## config.mk

```make
export PLATFORM = sky130hd
export DESIGN_NAME = rpi_div_cell
export DESIGN_NICKNAME = d
export VERILOG_FILES = /design/src/sv/rpi_pkg.sv /design/src/sv/rpi_div_cell.sv
export SDC_FILE = /design/constraint.sdc
export NUM_CORES = 1
export LEC_CHECK = 0
export BUFFER_PORTS_ARGS = -buffer_cell sky130_fd_sc_hd__buf_2
export CAP_MARGIN = 20
export CELL_PAD_IN_SITES_DETAIL_PLACEMENT = 0
export CELL_PAD_IN_SITES_GLOBAL_PLACEMENT = 1
export CORE_AREA = 2 2 314 316
export DETAILED_ROUTE_END_ITERATION = 16
export DIE_AREA = 0 0 316 318
export PLACE_DENSITY = 0.43
export SLEW_MARGIN = 20
export SYNTH_ARGS = -nofsm -noshare
export SYNTH_HDL_FRONTEND = slang
export SYNTH_SLANG_ARGS = --single-unit
```

## constraint.sdc

```tcl
create_clock -name aclk -period 15.2 [get_ports aclk]
set_input_delay 3.04 -clock aclk [delete_from_list [all_inputs] [get_ports aclk]]
set_output_delay 3.04 -clock aclk [all_outputs]
set_load 0.03 [all_outputs]
```

## src/sv/rpi_pkg.sv

```systemverilog
package rpi_pkg;

    localparam int DIV_STEPS = 32;

    typedef enum logic [2:0] {
        CFG_NORMAL_X   = 3'd0,
        CFG_NORMAL_Y   = 3'd1,
        CFG_NORMAL_Z   = 3'd2,
        CFG_OFFSET     = 3'd3,
        CFG_TWO_SIDED  = 3'd4,
        CFG_COLOUR     = 3'd5
    } cfg_index_t;

    // The first member is the highest field, so origin_x sits in the lowest bits.
    typedef struct packed {
        logic signed [31:0] far_dist;
        logic signed [31:0] near_dist;
        logic signed [31:0] dir_z;
        logic signed [31:0] dir_y;
        logic signed [31:0] dir_x;
        logic signed [31:0] origin_z;
        logic signed [31:0] origin_y;
        logic signed [31:0] origin_x;
    } ray_t;

    // State carried from one divider cell to the next.
    typedef struct packed {
        logic        valid;
        logic        ok;
        logic        neg;
        logic        ovf;
        logic [49:0] rem;
        logic [49:0] dvs;
        logic [15:0] lo;
        logic [31:0] quo;
        ray_t        ray;
    } rpi_div_t;

endpackage

```

## src/sv/rpi_div_cell.sv

```systemverilog
module rpi_div_cell import rpi_pkg::*; (
    input  logic     aclk,
    input  logic     aresetn,
    input  logic     en,
    input  rpi_div_t d_in,
    output rpi_div_t d_out
);

    rpi_div_t    d_reg;
    rpi_div_t    d_next;
    logic [50:0] trial;
    logic [50:0] diff;
    logic        ge;

    // One restoring step: bring down the next dividend bit and try a subtraction.
    always_comb begin
        trial  = {d_in.rem, d_in.lo[15]};
        diff   = trial - {1'b0, d_in.dvs};
        ge     = (trial >= {1'b0, d_in.dvs});
        d_next = d_in;
        d_next.rem = ge ? diff[49:0] : trial[49:0];
        d_next.lo  = {d_in.lo[14:0], 1'b0};
        d_next.quo = {d_in.quo[30:0], ge};
    end

    always_ff @(posedge aclk) begin
        if (!aresetn) begin
            d_reg.valid <= 1'b0;
        end else if (en) begin
            d_reg <= d_next;
        end
    end

    assign d_out = d_reg;

endmodule

```

Word-level counts from Yosys, hierarchy flattened

Index checks and enable logic that the tools add are counted.

Flip-flop bits (word level): 407
Bits in latches: 0
Memory bits (writable): 0
Bits in read-only memories: 0
Output and inout port bits: 408
Memories: 0

Add/subtract/negate cells: 1
Multipliers: 0
Divide/modulo/power cells: 0
Order comparisons: 1
Equality and inequality tests: 0
Shifts and indexed selects: 0
Muxes and demuxes: 1
Bitwise logic cells: 0
Reductions and logical operators: 1

Operators with widths:

| operator         | number |
|---|---|
| $ge 51x50->1     | 1 |
| $mux 50          | 1 |
| $sub 50x50->50   | 1 |
| $reduce_and 2->1 | 1 |

Longest topological paths before layout

Gate-level depths: netlist of the first run.

Depth in word-level cells: 2
Mapped depth: 16
Depth with buffers taken out: 13

Worst setup path before layout of the first run

Ideal clock, no wire load.

Path kind: input to register
From: input port en
To: register d_reg, in the netlist d_out[0], enable pin
Setup time: 0.819 ns
Data arrival time: 12.169 ns
Required time: 14.381 ns
Setup slack: 2.212 ns
Stages on the path: 1
Buffers on the path: 0
Cell sequence: and2_1

Longest elaborated chain between the ends: 1

Ends and longest elaborated chain:

| what                       | line               | source |
|---|---|---|
| start: declaration         | rpi_div_cell.sv:4  | `input logic en,` |
| $reduce_and 2->1 (no line) | n/a                |  |
| end signal: assignment     | rpi_div_cell.sv:30 | `d_reg <= d_next;` |
| end: declaration           | rpi_div_cell.sv:9  | `rpi_div_t d_reg;` |

No other way between the ends.
A chain may end at the register's enable or synchronous reset.

==> results of run 1 <==
[cells in the final DEF (no fill, tap or decap), types with 4 or more instances in the layout]
| cell | instances |
|---|---|
| o21a_1 | 8 |
| nand2b_1 | 5 |
| nor2b_1 | 6 |
| a21o_1 | 19 |
| nand3_1 | 11 |
| diode_2 | 12 |
| edfxtp_1 | 406 |
| ha_1 | 50 |
| nor4_1 | 4 |
| clkbuf_1 | 9 |
| nand4_1 | 18 |
| o21ai_0 | 29 |
| nor3_1 | 14 |
| mux2_4 | 11 |
| nand2_1 | 46 |
| and3_1 | 4 |
| clkinvlp_4 | 4 |
| clkinv_1 | 15 |
| xor2_1 | 15 |
| a31oi_1 | 5 |
| a21oi_1 | 91 |
| nor2_1 | 66 |
| o211ai_1 | 6 |
| o21bai_1 | 10 |
| inv_1 | 62 |
| clkinv_2 | 7 |
| clkbuf_16 | 53 |
| xnor2_1 | 28 |
| and2_1 | 4 |
| buf_2 | 816 |
[power by group]
group / internal [mW] / total, mW / switching (mW)
logic: 0.163 / 0.548 / 0.385
clock network: 0.691 / 1.22 / 0.528
registers: 1.33 / 1.35 / 0.0212
[synthesized netlist by cell type (all sizes together) (4+ instances only)]
master  instances  area, um^2
a211oi          4       35.03
a21o           19       142.6
a21oi          92       464.2
a31oi           5       31.28
and2            5       31.28
and3            4       25.02
buf            14       110.1
clkbuf         21       81.33
edfxtp        406       12190
ha             50       625.6
inv            63       239.0
mux2           12       176.4
nand2          47       178.9
nand2b          5       31.28
nand3          11       55.05
nand4          18       112.6
nor2           66       247.7
nor2b           6       37.54
nor3           14       70.07
nor4            4       25.02
o211ai          7       57.55
o21a            8       60.06
o21ai          30       150.1
o21bai         10       75.07
xnor2          28       245.2
xor2           15       131.4
[logic make-up (layout without fill, tap and decap cells)]
logic type	after synthesis	count (layout)
AO/OA/AOI/OAI	204	204
other	1	13
AND/OR/NAND/NOR	194	194
buffers and inverters	98	980
adder cells (fa/ha/maj)	51	51
XOR/XNOR	43	43
flip-flops	407	407
multiplexers	14	14
[worst max path at each step]
stage,startpoint,to,depth (start not counted)
floorplan,en,d_out[0],1
global placement,d_in[313],d_out[401],13
detailed placement,d_in[313],d_out[401],13
CTS,d_in[313],d_out[401],13
global route,d_in[313],d_out[401],13
finish,d_in[314],d_out[401],13
[worst reg2reg max path: stages (launching register included)]
cell and delay, ns:
dfxtp_1 0.31, mux2i_1 0.12, nor2b_1 0.06
[stage by stage]
stage	hold WS [ns]	util	cell area [um^2]	instances
detailed placement	0.5192	0.2219	21620	3085
floorplan	0.6404	-	16060	1012
global placement	0.5068	0.2219	21620	3085
finish	0.5351	0.2393	23310	3193
CTS	0.5438	0.2390	23280	3181
global route	0.5550	0.2391	23290	3184
[area by class of cell]
cell class	instances	share of cell area
multi-input combinational	507	0.1469
timing repair buffer	821	0.1775
antenna	12	0.001288
clock inverter	34	0.01277
clock buffer	62	0.05834
inverter	63	0.01025
tap	1287	0.06908
sequential	407	0.5239
[layer usage]
metal,vias to the layer above,GRT usage
met5,-,0
met4,66,0.06045
met3,164,0.1124
met2,624,0.2623
met1,5929,0.1635
li1,5533,-
==> reports/qor.yml, run 1 <==
synth_area_mm2: 0.01606
wl_met3_mm: 13.38
final_max_slew_viol_count: 0
clock-sinks: 407
wirelength_met1_mm: 28.99
holdPathStages: 2
die_w_um: 316
boundaryPins: 819
clockRootBuffer: "clkbuf_16"
synth_flop_cell: "edfxtp_1"
crit_buf_inv: 3
arrival_ns: 7.12
synth-xor-area-share: 0.02344
worst_slack_ns: 8.511
crit_type: "in -> reg"
ant_nets: 0
synth_top_family_by_area: "compound AO/OA/AOI/OAI gates"
synth_adder_area_share: 0.04019
r2r_start: "d_out[407]"
setup-tns-final_ns: 0
critPathLaunchType: "input pin"
grt_pass1_wl_mm: 111.4
multi_input_area_mm2: 0.003425
holdCritPathClass: "reg -> reg"
ir_drop_mv: 0.08362
track_usage: 0.1625
routabilityCongestion: 0.8578
largest_reg_flops: 407
yosys.area_share.simple: 0.05725
area.sequential_mm2: 0.01221
postCtsHoldBufs: 0
end_kind: "register"
dp_hpwl_mm: 70.67
fillers: 10399
clock_path_buffers: 3
async_reset_ff_frac: 0
postCtsResizedCells: 0
max_slew_margin: 0.3266
seq_area_frac_synth: 0.7602
insertion_delay_ns: 0.63
ff2ff_path_depth: 2
grt_max_degree: 150
muxShareOfSynthArea: 0.01223
synthCells: 1012
yosysWarnings: 0
fin_crit_ns: 6.689
hp-start: "d_out[407]"
crit_family: "compound AO/OA/AOI/OAI gates"
synth-compound-area-share: 0.07968
drtIter0Drc: 867
area_growth_pct: 45.11
status: "finished clean"
remaining_drc_errors: 0
grt_overflow: 0
dp_slack_ns: 7.681
worst_pin_slew_ns: 1.010
finalSetupViolations: 0
max_stage_delay_ns: 0.78
synth_cell_types: 67
rows: 115
top_layer: "met5"
crit_path_max_fanout: 85
power.leakage_nw: 9.643
synthesis.nets: 1474
rsz0062_at_grt: "no"
synth_edf_count: 406
dieArea_mm2: 0.1005
vias: 12316
fp.dieH_um: 318
worstPathCellList: "buf_2 -> inv_1 -> ha_1 -> nand2_1 -> or3_1 -> a31oi_1 -> o21ai_0 -> a21oi_2 -> o2111ai_2 -> and2_1 -> inv_4 -> mux2i_1 -> a311oi_1"
cts_max_level: 2
cts_tree: "done"
cellPowerDensity_mw_per_mm2: 133.9
worstPathRequired_ns: 15.63
cpMaxStageDelayCell: "inv_4"
routedWlPerCell_um: 26.71
finalCritPeriodShare: 0.4400
wl_met2_mm: 39.37
hold_violations: 0
finalPower_mw: 3.121
first_global_vias: 12919
start_util: 0.1649
core_mm2: 0.09741
rrSetupSlack_ns: 14.60
firstDrtPassIters: 5
syn_area_per_cell_um2: 15.87
post_cts_buffers: 0
layout-drive-gt1-share: 0.4836
nets: 2315
finClkSkew_ns: 0
holdPathEnd: "d_out[407]"
clkTransAtPathRegs_ns: 0.06
antenna_found_initial: 81
io_buffers: 816
cts_buffers: 53
fmax_mhz: 149.5
vias_per_cell: 3.857
reg2reg_to: "d_out[407]"
postSynthRegisterBits: 407
max-cap-violations: 0
routed_wirelength_mm: 85.27
No activity file was read; power rests on OpenSTA's default activity.
==> run 2: changes to the inputs <==
Clock period 15.2 ns to 6.7 ns, I/O delays scaled along.
==> run 2 against run 1 <==
Compared with the run above:
- first-iteration DRC count is 7.7% lower
- wire length is 1.5% higher
- largest cell class unchanged
- non-clock buffer count is 1 higher
- combinational power is 130% higher
- core utilization hardly changed
- critical path depth stayed put
==> reports/qor.yml, run 2 (synthesis gave the netlist of run 1 again) <==
status: "finished clean"
ant_nets: 0
routedWlPerCell_um: 27.12
clkTransAtPathRegs_ns: 0.06
arrival_ns: 5.18
io_buffers: 816
critPathLaunchType: "input pin"
boundaryPins: 819
max_slew_margin: 0.3312
rows: 115
finClkSkew_ns: 0
layout_common_cells: "816 x buf_2, 406 x edfxtp_1, 91 x a21oi_1"
ir_drop_mv: 0.1629
max_stage_delay_ns: 0.42
routabilityCongestion: 0.8758
vias_per_cell: 3.898
postCtsHoldBufs: 0
max-cap-violations: 0
fmax_mhz: 207.4
cts_buffers: 53
dieArea_mm2: 0.1005
finalCritPeriodShare: 0.7197
drtIter0Drc: 800
post_cts_buffers: 0
clock-sinks: 407
start_util: 0.1649
grt_pass1_wl_mm: 111.7
nets: 2316
vias: 12441
remaining_drc_errors: 0
worstPathCellList: "buf_2 -> inv_1 -> ha_1 -> nand2_1 -> or3_1 -> a31oi_1 -> o21ai_0 -> a21oi_2 -> o2111ai_2 -> and2_1 -> inv_4 -> buf_12 -> mux2_4"
rsz0062_at_grt: "no"
fillers: 10472
holdCritPathClass: "reg -> reg"
grt_overflow: 0
worst_pin_slew_ns: 1.003
routed_wirelength_mm: 86.56
largest_reg_flops: 407
layout-drive-gt1-share: 0.4849
cpMaxStageDelayCell: "ha_1"
first_global_vias: 12829
final_max_slew_viol_count: 0
die_w_um: 316
crit_type: "in -> reg"
postCtsResizedCells: 0
fin_crit_ns: 4.822
crit_path_max_fanout: 51
grt_max_degree: 144
fp.dieH_um: 318
mostFrequentLayoutCell: "buf_2"
cts_max_level: 2
setup-tns-final_ns: 0
power.leakage_nw: 9.632
core_mm2: 0.09741
clockRootBuffer: "clkbuf_16"
area_growth_pct: 44.95
hold_slack_ns: 0.5686
finalSetupViolations: 0
hold_violations: 0
firstDrtPassIters: 5
clock_path_buffers: 3
antenna_found_initial: 72
end_kind: "register"
worstPathRequired_ns: 7.06
track_usage: 0.1638
cts_tree: "done"
cellPowerDensity_mw_per_mm2: 300.7
dp_hpwl_mm: 71.62
insertion_delay_ns: 0.62
## run 2: cell count changes in the layout (fill, tap and decap cells not counted), moves of 2 or more
cell,change
clkinv_1,-4
diode_2,+4
buf_12,+3
bufinv_16,-2
## run 2: path summary, 6_finish.rpt
path / slack (ns) / from / to / cells past startpoint
max: 1.88 / d_in[313] / d_out[376] / 13
max reg2reg: 6.07 / d_out[407] / d_out[407] / 2
min reg2reg: 0.57 / d_out[407] / d_out[407] / 2
min: 0.57 / d_out[407] / d_out[407] / 2
## run 2: per-stage QoR
stage / cells / power, mW / worst slack (ns) / instance area [um^2] / utilization
2_1_floorplan: 1012 / 3.862 / 2.098 / 16070 / -
3_3_place_gp: 3086 / 4.398 / 1.154 / 21660 / 0.2224
3_5_place_dp: 3086 / 4.397 / 1.132 / 21660 / 0.2224
4_1_cts: 3176 / 7.169 / 1.820 / 23240 / 0.2386
5_1_grt: 3180 / 7.302 / 1.685 / 23250 / 0.2387
6_report: 3192 / 7.001 / 1.878 / 23280 / 0.2390
## run 2: area by class of cell
cell class / instances / area, um^2 / area share
well taps: 1287 / 1610 / 0.06916
multi-input cells: 507 / 3425 / 0.1471
clock buffers: 62 / 1381 / 0.05932
flip-flops and latches: 407 / 12210 / 0.5244
clock inverters: 28 / 198.9 / 0.008544
diodes: 16 / 40.04 / 0.001720
inverters: 63 / 239.0 / 0.01026
repair buffers: 822 / 4179 / 0.1795
## run 2: metal layers
metal / track usage / vias to the layer above / share of wire
met5: 0 / - / 0.0035
met4: 0.05624 / 46 / 0.037
met3: 0.09854 / 154 / 0.13
met2: 0.2721 / 620 / 0.47
met1: 0.1694 / 6077 / 0.36
li1: - / 5544 / -
## run 2: where the power goes
group | switching (mW) | internal [mW]
Combinational | 0.869 | 0.372
Clock | 1.18 | 1.50
Sequential | 0.0547 | 3.03
Total | 2.10 | 4.90
## run 2: critical path, delay by kind of cell
kind | cells | cell delay [ns]
buf+inv | 4 | 0.82
compound gates | 4 | 1.21
fa+ha+maj | 1 | 0.42
mux | 1 | 0.33
simple gates | 3 | 0.98
